<file path="config.mk">
export PLATFORM = sky130hd
export DESIGN_NAME = tplru_tree
export DESIGN_NICKNAME = d
export VERILOG_FILES = /design/src/tree_plru_fully_assoc_cache_unit_macros.svh /design/src/tplru_pkg.sv /design/src/tplru_tree.sv
export SDC_FILE = /design/constraint.sdc
export NUM_CORES = 1
export LEC_CHECK = 0
export BUFFER_PORTS_ARGS = -buffer_cell sky130_fd_sc_hd__buf_4
export CELL_PAD_IN_SITES_DETAIL_PLACEMENT = 0
export CELL_PAD_IN_SITES_GLOBAL_PLACEMENT = 1
export CORE_ASPECT_RATIO = 1.1
export CORE_MARGIN = 4
export CORE_UTILIZATION = 45
export DETAILED_ROUTE_END_ITERATION = 6
export MAX_ROUTING_LAYER = met4
export PLACE_DENSITY_LB_ADDON = 0.1
export SYNTH_ARGS = -nofsm -noshare
export SYNTH_HDL_FRONTEND = slang
export SYNTH_SLANG_ARGS = --single-unit
</file>
<file path="constraint.sdc">
create_clock -name clk -period 6.7 [get_ports clk]
set_clock_uncertainty 0.2 [all_clocks]
set_input_delay 0.335 -clock clk [delete_from_list [all_inputs] [get_ports clk]]
set_output_delay 0.335 -clock clk [all_outputs]
set_load 0.05 [all_outputs]
</file>
<file path="src/tree_plru_fully_assoc_cache_unit_macros.svh">
// Assertion helpers shared by the cache unit RTL.
// Each check is sampled on the rising clock and is off while reset is held.
`ifndef TREE_PLRU_FULLY_ASSOC_CACHE_UNIT_MACROS_SVH
`define TREE_PLRU_FULLY_ASSOC_CACHE_UNIT_MACROS_SVH

// Same-cycle implication.
`define TPLRU_ASSERT_IMP(lbl, ante, cons) \
    lbl: assert property (@(posedge clk) disable iff (!rst_n) (ante) |-> (cons)) \
        else $error("tplru: same-cycle check failed");

// Next-cycle implication.
`define TPLRU_ASSERT_NXT(lbl, ante, cons) \
    lbl: assert property (@(posedge clk) disable iff (!rst_n) (ante) |=> (cons)) \
        else $error("tplru: next-cycle check failed");

`endif

</file>
<file path="src/tplru_pkg.sv">
package tplru_pkg;

    localparam int WAYS_DEF        = 512;
    localparam int OFFSET_BITS_DEF = 5;
    localparam int ADDR_W          = 32;
    localparam int WAY_FIELD_W     = 9;
    localparam int COUNT_W         = 32;

    // Per-cycle command to a single-port-write, single-port-read memory
    typedef struct packed {
        logic wr_en;
        logic rd_en;
    } mem_cmd_t;

endpackage

</file>
<file path="src/tplru_tree.sv">
module tplru_tree #(
    parameter int WAYS = tplru_pkg::WAYS_DEF,
    localparam int WAY_W   = $clog2(WAYS),
    localparam int NODES   = WAYS - 1,
    localparam int NODE_AW = (NODES > 1) ? $clog2(NODES) : 1
) (
    input  logic                clk,
    input  tplru_pkg::mem_cmd_t cmd,
    input  logic [WAY_W-1:0]    wr_node,
    input  logic                wr_bit,
    input  logic [WAY_W-1:0]    rd_node,
    output logic                rd_bit
);

    logic             mem [NODES];
    logic             rd_reg;
    logic             rd_in_reg;
    logic             wr_in;
    logic             rd_in;

    // nodes past the last one exist only for non-power-of-two sizes; they read as zero
    assign wr_in = (wr_node < WAY_W'(NODES));
    assign rd_in = (rd_node < WAY_W'(NODES));

    always_ff @(posedge clk)
    begin
        if (cmd.wr_en && wr_in)
        begin
            mem[wr_node[NODE_AW-1:0]] <= wr_bit;
        end
        if (cmd.rd_en)
        begin
            rd_reg    <= mem[rd_node[NODE_AW-1:0]];
            rd_in_reg <= rd_in;
        end
    end

    assign rd_bit = rd_in_reg && rd_reg;

endmodule

</file>
==> impl_metrics.yaml <==
pwr:
  power.leakage_nw: 7.40
  powerDensity_nw_per_um2: 270
  ir_worst_vdd_mv: 0.162
floorplanning:
  fp.coreArea_um2: 49100
  start_util: 0.457
  die_x_um: 221
  die_h_um: 242
  dieArea_um2: 53600
  io_pins: 23
  row_count: 85
timing:
  setup_viol: 0
  hold_viol_final: 0
  maxSlewHeadroom: 0.150
  slew_viol_final: 0
  post-route-period-util: 0.471
  worst_pin_slew_ns: 1.27
  final.min_clock_period_ns: 3.16
  setup_slack_ns: 3.54
  fmax_mhz: 317
  rsz0062_at_grt: "false"
  tns_ns: 0
clock_network:
  cts.path.max_buffers: 3
  clk_pin_slew_ns: 0.06
  clk_latency_ns: 0.61
  cts_resized: 0
  cts_tree: "yes"
  cts-root-buf: "clkbuf_16"
  clkSinkCount: 513
  htree_num_levels: 2
  cts_buffers: 53
worst_setup_path:
  critPathLaunchType: "primary input"
  slowest_delay_ns: 0.58
  path_max_fanout: 79
  ff2ff_setup_slack_ns: 4.00
  crit_buf_inv: 2
  critPathCaptureType: "flip-flop"
  cp.required_ns: 6.85
  cp_top_family: "compound AO/OA/AOI/OAI gates"
  worstPathArrival_ns: 3.30
  cpMaxStageDelayCell: "mux4_2"
  crit_type: "in -> reg"
  path_cells: "clkbuf_8 -> buf_12 -> mux4_2 -> mux2i_1 -> nor2_1 -> a2111oi_1 -> a32oi_1 -> a32oi_1 -> a221oi_2"
  crit_top_cell: "a32oi_1"
placed_design:
  place.gp.congestion: 0.751
  hpwl_um: 30300
  port_buffers: 22
  place_ws_ns: 2.78
grt:
  grt_first_pass_wirelength_um: 86200
  grt_pass1_vias: 13011
  grt_max_degree: 273
  antenna_found_initial: 0
  gr-total-overflow: 0
  grt_use_total: 0.222
detailed_routing:
  routed_wl_um: 58100
  drcViolationCount: 0
  routedWlPerCell_um: 26.5
  drtIter0Drc: 1334
  drt_first_pass_iters: 6
  ant_nets: 0
  viasPerCell: 5.81
  dr.max_layer_used: "met4"
  met3WireLength_um: 2940
  dr_wl_met2_um: 28300
  drt-met1-wl_um: 25400
  vias: 12714
logic_synthesis:
  synth_edf_count: 513
  synth_seq_area_share: 0.686
  synth_area_um2: 22500
  synth_warnings: 0
  syn_nets: 1540
  yosys.area.top_type: "edfxtp_1"
  synth_seq_cells: 513
  synth_cell_type_count: 50
  postSynthCellCount: 1518
  synth_async_sr_flop_share: 0
  ys.flop_type: "edfxtp_1"
  synth_top_area_share: 0.686
  yosys-top-cells-area: "edfxtp_1 (69%), mux4_2 (11%), nor2_1 (8.9%)"
  avgSynthCellArea_um2: 14.8
layout:
  syn_to_final_growth_pct: 9.88
  multi_input_area_um2: 6440
  diodes: 0
  largest_reg_flops: 511
  nFillCells: 4333
  nNetsFinal: 1516
  drive_above_1_share: 0.159
  seqCellArea_um2: 15400
min_path:
  hp-class: "in -> reg"
job:
  drv_cap: 0
run_status:
  outcome: "finished, final reports clean"
-- cells by family (layout without fill, tap and decap cells) --
logic type | Yosys count | count (layout) | synth area share
AOI/OAI and AO/OA | 65 | 65 | 0.0208
muxes | 170 | 170 | 0.150
DFF | 513 | 513 | 0.686
and+or+nand+nor | 640 | 640 | 0.113
buffers and inverters | 130 | 148 | 0.0299
-- synth_stat cells (all sizes together), types with 3 or more instances --
cell,count
nor2,534
mux2i,39
a221oi,3
nor3b,4
buf,42
mux2,4
mux4,127
edfxtp,513
clkbuf,85
a31oi,4
o21ai,12
nand2,53
nand3b,3
a21oi,10
nor2b,7
a2111oi,3
o22ai,6
and2,4
nand3,14
a211oi,3
nor3,5
a22oi,12
and3b,5
-- what timing repair did --
| action | 4_1_cts | 5_1_grt |
|---|---|---|
| hold buffers | 2 | 0 |
| setup buffers | 0 | 0 |
| endpoints found under the hold margin | 3 | 0 |
-- worst min-delay path: stages --
cell,delay [ns]
buf_4,0.15
nor2_1,0.13
a221oi_2,0.07
-- cells in the final DEF, fill, tap and decap left out, drive strengths merged, types with 3 or more instances in the layout --
cell type and instances:
nor2 534, a211oi 3, a21oi 10, nor2b 7
edfxtp 513, nor3 5, a221oi 3, and2 4
nor3b 4, and3b 5, mux2i 39, mux2 4
o22ai 6, clkinv 28, a31oi 4, nand3 14
a22oi 12, nand2 53, nand3b 3, inv 4
o21ai 12, buf 45, clkbuf 68, mux4 127
a2111oi 3
-- layer usage --
| metal | vias to the layer above | global-route usage |
|---|---|---|
| li1 | 5575 | - |
| met1 | 6716 | 0.310 |
| met2 | 326 | 0.352 |
| met3 | 97 | 0.0263 |
| met4 | 0 | 0.0606 |
| met5 | - | - |
-- power by group --
group          switching [mW]  total, mW  internal, mW
combinational           0.247      0.367         0.120
sequential            0.00143       3.54          3.54
clock                    1.22       2.75          1.53
total                    1.46       6.65          5.19
-- final timing paths --
path | startpoint | endpoint | cells past startpoint
min | rd_node[8] | rd_reg | 3
max | rd_node[0] | rd_reg | 9
min reg2reg | mem[510] | rd_reg | 7
max reg2reg | mem[332] | rd_reg | 6
-- metrics by stage --
stage / util / cell area [um2] / hold WS, ns / instances / power [mW]
5_1_grt: 0.502 / 24700 / 0.0831 / 2188 / 6.86
3_5_place_dp: 0.470 / 23100 / 0.385 / 2089 / 3.98
2_1_floorplan: - / 22500 / 0.234 / 1518 / 3.82
4_1_cts: 0.502 / 24700 / 0.0233 / 2188 / 6.72
6_report: 0.502 / 24700 / 0.0564 / 2188 / 6.65
3_3_place_gp: 0.470 / 23100 / 0.381 / 2089 / 3.97
-- area by class of cell --
cell class / instances / area share
clock buffers: 67 / 0.0576
clock inverters: 30 / 0.00659
inverters: 3 / 0.000456
multi-input cells: 875 / 0.261
flip-flops and latches: 513 / 0.624
well taps: 652 / 0.0331
repair buffers: 48 / 0.0170
Power figures use the tool's default switching activity.
