[src/tree_plru_fully_assoc_cache_unit_macros.svh]
// Assertion helpers shared by the cache unit RTL.
// Each check is sampled on the rising clock and is off while reset is held.
`ifndef TREE_PLRU_FULLY_ASSOC_CACHE_UNIT_MACROS_SVH
`define TREE_PLRU_FULLY_ASSOC_CACHE_UNIT_MACROS_SVH

// Same-cycle implication.
`define TPLRU_ASSERT_IMP(lbl, ante, cons) \
    lbl: assert property (@(posedge clk) disable iff (!rst_n) (ante) |-> (cons)) \
        else $error("tplru: same-cycle check failed");

// Next-cycle implication.
`define TPLRU_ASSERT_NXT(lbl, ante, cons) \
    lbl: assert property (@(posedge clk) disable iff (!rst_n) (ante) |=> (cons)) \
        else $error("tplru: next-cycle check failed");

`endif

[src/tplru_pkg.sv]
package tplru_pkg;

    localparam int WAYS_DEF        = 512;
    localparam int OFFSET_BITS_DEF = 5;
    localparam int ADDR_W          = 32;
    localparam int WAY_FIELD_W     = 9;
    localparam int COUNT_W         = 32;

    // Per-cycle command to a single-port-write, single-port-read memory
    typedef struct packed {
        logic wr_en;
        logic rd_en;
    } mem_cmd_t;

endpackage

[src/tplru_front.sv]
module tplru_front #(
    parameter int OFFSET_BITS = tplru_pkg::OFFSET_BITS_DEF,
    localparam int TAG_W = tplru_pkg::ADDR_W - OFFSET_BITS
) (
    input  logic                        clk,
    input  logic                        rst_n,
    input  logic                        in_valid,
    output logic                        in_stall,
    input  logic [tplru_pkg::ADDR_W-1:0] address,
    output logic                        tag_valid,
    output logic [TAG_W-1:0]            tag,
    input  logic                        tag_pop
);

    localparam int DEPTH = 2;
    localparam int PTR_W = $clog2(DEPTH);
    localparam int CNT_W = $clog2(DEPTH + 1);

    logic [TAG_W-1:0] q_reg [DEPTH];
    logic [PTR_W-1:0] wr_ptr_reg;
    logic [PTR_W-1:0] wr_ptr_next;
    logic [PTR_W-1:0] rd_ptr_reg;
    logic [PTR_W-1:0] rd_ptr_next;
    logic [CNT_W-1:0] count_reg;
    logic [CNT_W-1:0] count_next;
    logic             push;
    logic             pop;

    assign in_stall  = (count_reg == CNT_W'(DEPTH));
    assign tag_valid = (count_reg != '0);
    assign tag       = q_reg[rd_ptr_reg];

    assign push = in_valid && !in_stall;
    assign pop  = tag_pop && tag_valid;

    always_comb
    begin
        wr_ptr_next = push ? wr_ptr_reg + PTR_W'(1) : wr_ptr_reg;
        rd_ptr_next = pop  ? rd_ptr_reg + PTR_W'(1) : rd_ptr_reg;
        count_next  = count_reg;
        if (push && !pop)
        begin
            count_next = count_reg + CNT_W'(1);
        end
        else if (pop && !push)
        begin
            count_next = count_reg - CNT_W'(1);
        end
    end

    always_ff @(posedge clk or negedge rst_n)
    begin
        if (!rst_n)
        begin
            wr_ptr_reg <= '0;
            rd_ptr_reg <= '0;
            count_reg  <= '0;
        end
        else
        begin
            wr_ptr_reg <= wr_ptr_next;
            rd_ptr_reg <= rd_ptr_next;
            count_reg  <= count_next;
        end
    end

    // strip the line offset on the way in
    always_ff @(posedge clk)
    begin
        if (push)
        begin
            q_reg[wr_ptr_reg] <= address[tplru_pkg::ADDR_W-1:OFFSET_BITS];
        end
    end

endmodule

[config.mk]
export PLATFORM = sky130hd
export DESIGN_NAME = tplru_front
export DESIGN_NICKNAME = d
export VERILOG_FILES = /design/src/tree_plru_fully_assoc_cache_unit_macros.svh /design/src/tplru_pkg.sv /design/src/tplru_front.sv
export SDC_FILE = /design/constraint.sdc
export NUM_CORES = 1
export LEC_CHECK = 0
export ABC_AREA = 1
export BUFFER_PORTS_ARGS = -buffer_cell sky130_fd_sc_hd__clkbuf_2
export CAP_MARGIN = 5
export CORE_ASPECT_RATIO = 0.6
export CORE_MARGIN = 4
export CORE_UTILIZATION = 51
export CTS_CLUSTER_SIZE = 12
export DETAILED_ROUTE_END_ITERATION = 10
export PLACE_DENSITY = 0.82
export REMOVE_ABC_BUFFERS = 1
export SLEW_MARGIN = 25
export SYNTH_ARGS = -nofsm -noshare
export SYNTH_HDL_FRONTEND = slang
export SYNTH_SLANG_ARGS = --single-unit
export TNS_END_PERCENT = 100
[constraint.sdc]
create_clock -name clk -period 3 [get_ports clk]
set_clock_uncertainty 0.1 [all_clocks]
set_input_delay 0.15 -clock clk [delete_from_list [all_inputs] [get_ports clk]]
set_output_delay 0.15 -clock clk [all_outputs]
set_load 0.05 [all_outputs]
==> flow_summary.ini <==
[synthesis]
synth_compound_area_frac = 0.002228
post_synth_num_cell_types = 17
syn_avg_cell_area_sq_um = 13.06
synth_sequential_area_ratio = 0.7666
synth.top_cell.area_share = 0.7220
synthAdderAreaFrac = 0.005571
syn-cell-area_sq_mm = 0.002246
yosys.area_share.simple = 0.1827
synthCells = 172
synth_seq_cells = 58
yosys-top-cells-area = sky130_fd_sc_hd__edfxtp_1, sky130_fd_sc_hd__nand2_1, sky130_fd_sc_hd__dfrtp_1
synth_top_family_by_area = simple AND/OR/NAND/NOR gates
synth_warnings = 0
synthDominantAreaCellType = sky130_fd_sc_hd__edfxtp_1
synthXorXnorAreaFrac = 0.003900
yosys-mux-area-fraction = 0

[grt]
gr-usage-all-layers = 0.1801
grt_first_pass_wirelength_mm = 7.044
antenna_found_initial = 0
first_global_vias = 1482
globalRoute.totalOverflow = 0
grt_max_degree = 30

[placement]
dp_hpwl_mm = 2.635
dpl-instance-area_sq_mm = 0.002584
place.port_buffers = 59
gp_congestion = 0.7692

[worst_hold_path]
hp-class = input port to async pin

[sta]
final_min_period_over_clock_period = 0.7014
final-hold-violation-count = 0
final_number_of_max_transition_violations = 0
slew_headroom = 0.6774
finalSetupViolCount = 0
grt_setup_unrepaired = false
fmax_mhz = 475.3
fin_setup_tns_ns = 0
post-route-min-period_ns = 2.104
pin_slew_with_the_least_headroom_to_its_limit_ns = 0.4832

[floorplan]
die_width_microns = 93.67
initial_core_util = 0.5390
placeableCoreArea_sq_mm = 0.004167
dieHeight_microns = 59.41
top_level_ports = 65
die_area_sq_mm = 0.005564
placement_rows = 18

[final_layout]
synthToLayoutAreaGrowth_pct = 35.65
final_layout_net_count = 306
layout-drive-gt1-share = 0.3223
multi_input_gate_area_sq_um = 439.2
n_antenna_cell = 0
final_cell_mix = sky130_fd_sc_hd__nand2_1, sky130_fd_sc_hd__clkbuf_2, sky130_fd_sc_hd__edfxtp_1
design_area_sq_mm = 0.003047
layout.area.seq_sq_mm = 0.001722
fill_cells = 288
layout_commonest_cell = sky130_fd_sc_hd__nand2_1
finished_core_util = 0.7312
largest_register_ff_count = 54

[power]
switchingPower_mw = 1.552
irDropWorstVdd_uv = 698.2
p_leak_nw = 1.355
share_clk_of_total_power = 0.189
power.share.sequential = 0.349
switching_share = 0.4635
intPower_mw = 1.797
power_density_mw_per_mm2 = 1099
comb_power_share = 0.461

[clock_tree]
h_tree_depth_reported_by_cts = 3
sinks_on_clock_net = 58
cts_buf_count = 9
cts.root.buffer_cell = sky130_fd_sc_hd__clkbuf_8
clk_pin_slew_ns = 0.06
cts-resized-gates = 0
cts_tree = done
clkLatencyLatePin_ns = 0.33
max-clock-path-buffers = 2

[worst_setup_path]
startpoint_type = flop
setup.worst_path.end_class = output port
critical_path_class = flop to output port
cp.required_ns = 2.75
critical_path_peak_fanout = 29
worst-endpoint-arrival_ns = 1.85

[detailed_routing]
routed_via_density = 4.523
wirelength_mm = 4.380
detail_route.iter0.violations = 77
detailedRoute.firstPassIterationCount = 4
drt-wirelength-per-cell_microns = 13.15
ant_nets = 0
num_vias = 1506
route.detailed.drc = 0

[status]
outcome = finished, final reports clean

[flow_run]
cap_viol_max_count = 0
-- final timing paths --
check / start / end / slack (ns) / depth (start not counted)
min in group clk: in_valid / wr_ptr_reg$_DFFE_PN0P_ / 0.08 / 4
setup / recovery: rd_ptr_reg$_DFFE_PN0P_ / tag[13] / 0.90 / 5
hold reg to reg: count_reg[1]$_DFFE_PN0P_ / count_reg[1]$_DFFE_PN0P_ / 0.37 / 2
max in group asynchronous: rst_n / wr_ptr_reg$_DFFE_PN0P_ / 2.60 / 2
hold / removal: rst_n / rd_ptr_reg$_DFFE_PN0P_ / 0.07 / 2
setup reg to reg: count_reg[1]$_DFFE_PN0P_ / q_reg[0][14]$_DFFE_PP_ / 1.25 / 6
-- cells by family (layout without fill, tap and decap cells) --
group / after synthesis / after routing
compound gates: 1 / 1
xor+xnor: 1 / 1
simple gates: 98 / 98
buf+inv: 13 / 114
flops: 58 / 58
fa+ha+maj: 1 / 1
-- stage by stage --
stage | setup slack, ns | hold slack [ns] | instances | total power [mW]
2_1_floorplan | 0.7459 | -0.2456 | 167 | 2.334
3_3_place_gp | 1.275 | -0.1360 | 289 | 2.682
3_5_place_dp | 1.230 | -0.1351 | 289 | 2.708
4_1_cts | 0.8872 | 0.04207 | 333 | 3.371
5_1_grt | 0.7194 | 0.08568 | 333 | 3.548
6_report | 0.8959 | 0.06705 | 333 | 3.349
-- power by group through the flow --
stage | Combinational [mW] | Clock [mW] | Sequential, mW
finish | 1.54 | 0.634 | 1.17
global placement | 1.51 | 0 | 1.17
detailed placement | 1.53 | 0 | 1.18
CTS | 1.56 | 0.643 | 1.17
floorplan | 1.12 | 0 | 1.22
global route | 1.67 | 0.686 | 1.19
-- critical path, cell delays in order, from the launching register on --
cell and delay [ns]:
sky130_fd_sc_hd__dfrtp_1 0.38, sky130_fd_sc_hd__buf_4 0.25, sky130_fd_sc_hd__inv_2 0.41, sky130_fd_sc_hd__nand2_1 0.11, sky130_fd_sc_hd__nand2_1 0.09, sky130_fd_sc_hd__clkbuf_2 0.27
-- Yosys cell counts --
library cell	n
sky130_fd_sc_hd__buf_12	1
sky130_fd_sc_hd__inv_1	6
sky130_fd_sc_hd__o21ai_0	1
sky130_fd_sc_hd__inv_2	2
sky130_fd_sc_hd__edfxtp_1	54
sky130_fd_sc_hd__ha_1	1
sky130_fd_sc_hd__nand4_1	1
sky130_fd_sc_hd__buf_4	2
sky130_fd_sc_hd__nor2_1	1
sky130_fd_sc_hd__buf_6	2
sky130_fd_sc_hd__xnor2_1	1
sky130_fd_sc_hd__nor2_2	1
sky130_fd_sc_hd__nor2_4	1
sky130_fd_sc_hd__nand2_1	81
sky130_fd_sc_hd__nand2_2	11
sky130_fd_sc_hd__nand3_1	2
sky130_fd_sc_hd__dfrtp_1	4
-- final cells by class --
class | count | area share
multi-input combinational | 101 | 0.1441
inverter | 8 | 0.009856
clock inverter | 6 | 0.01602
timing repair buffer | 91 | 0.1996
clock buffer | 9 | 0.04066
sequential | 58 | 0.5651
tap | 60 | 0.02464
-- routing by layer --
| metal | GRT usage | wire, microns |
|---|---|---|
| met5 | 0 | 0 |
| met2 | 0.2835 | 2111 |
| met3 | 0.09772 | 372 |
| met1 | 0.2189 | 1874 |
| met4 | 0.04938 | 22 |
-- repair_timing --
item                                   CTS  global route
hold buffers                            29             0
setup buffers                            0             0
endpoints found under the hold margin   59             0
No activity file was read; power rests on OpenSTA's default activity.
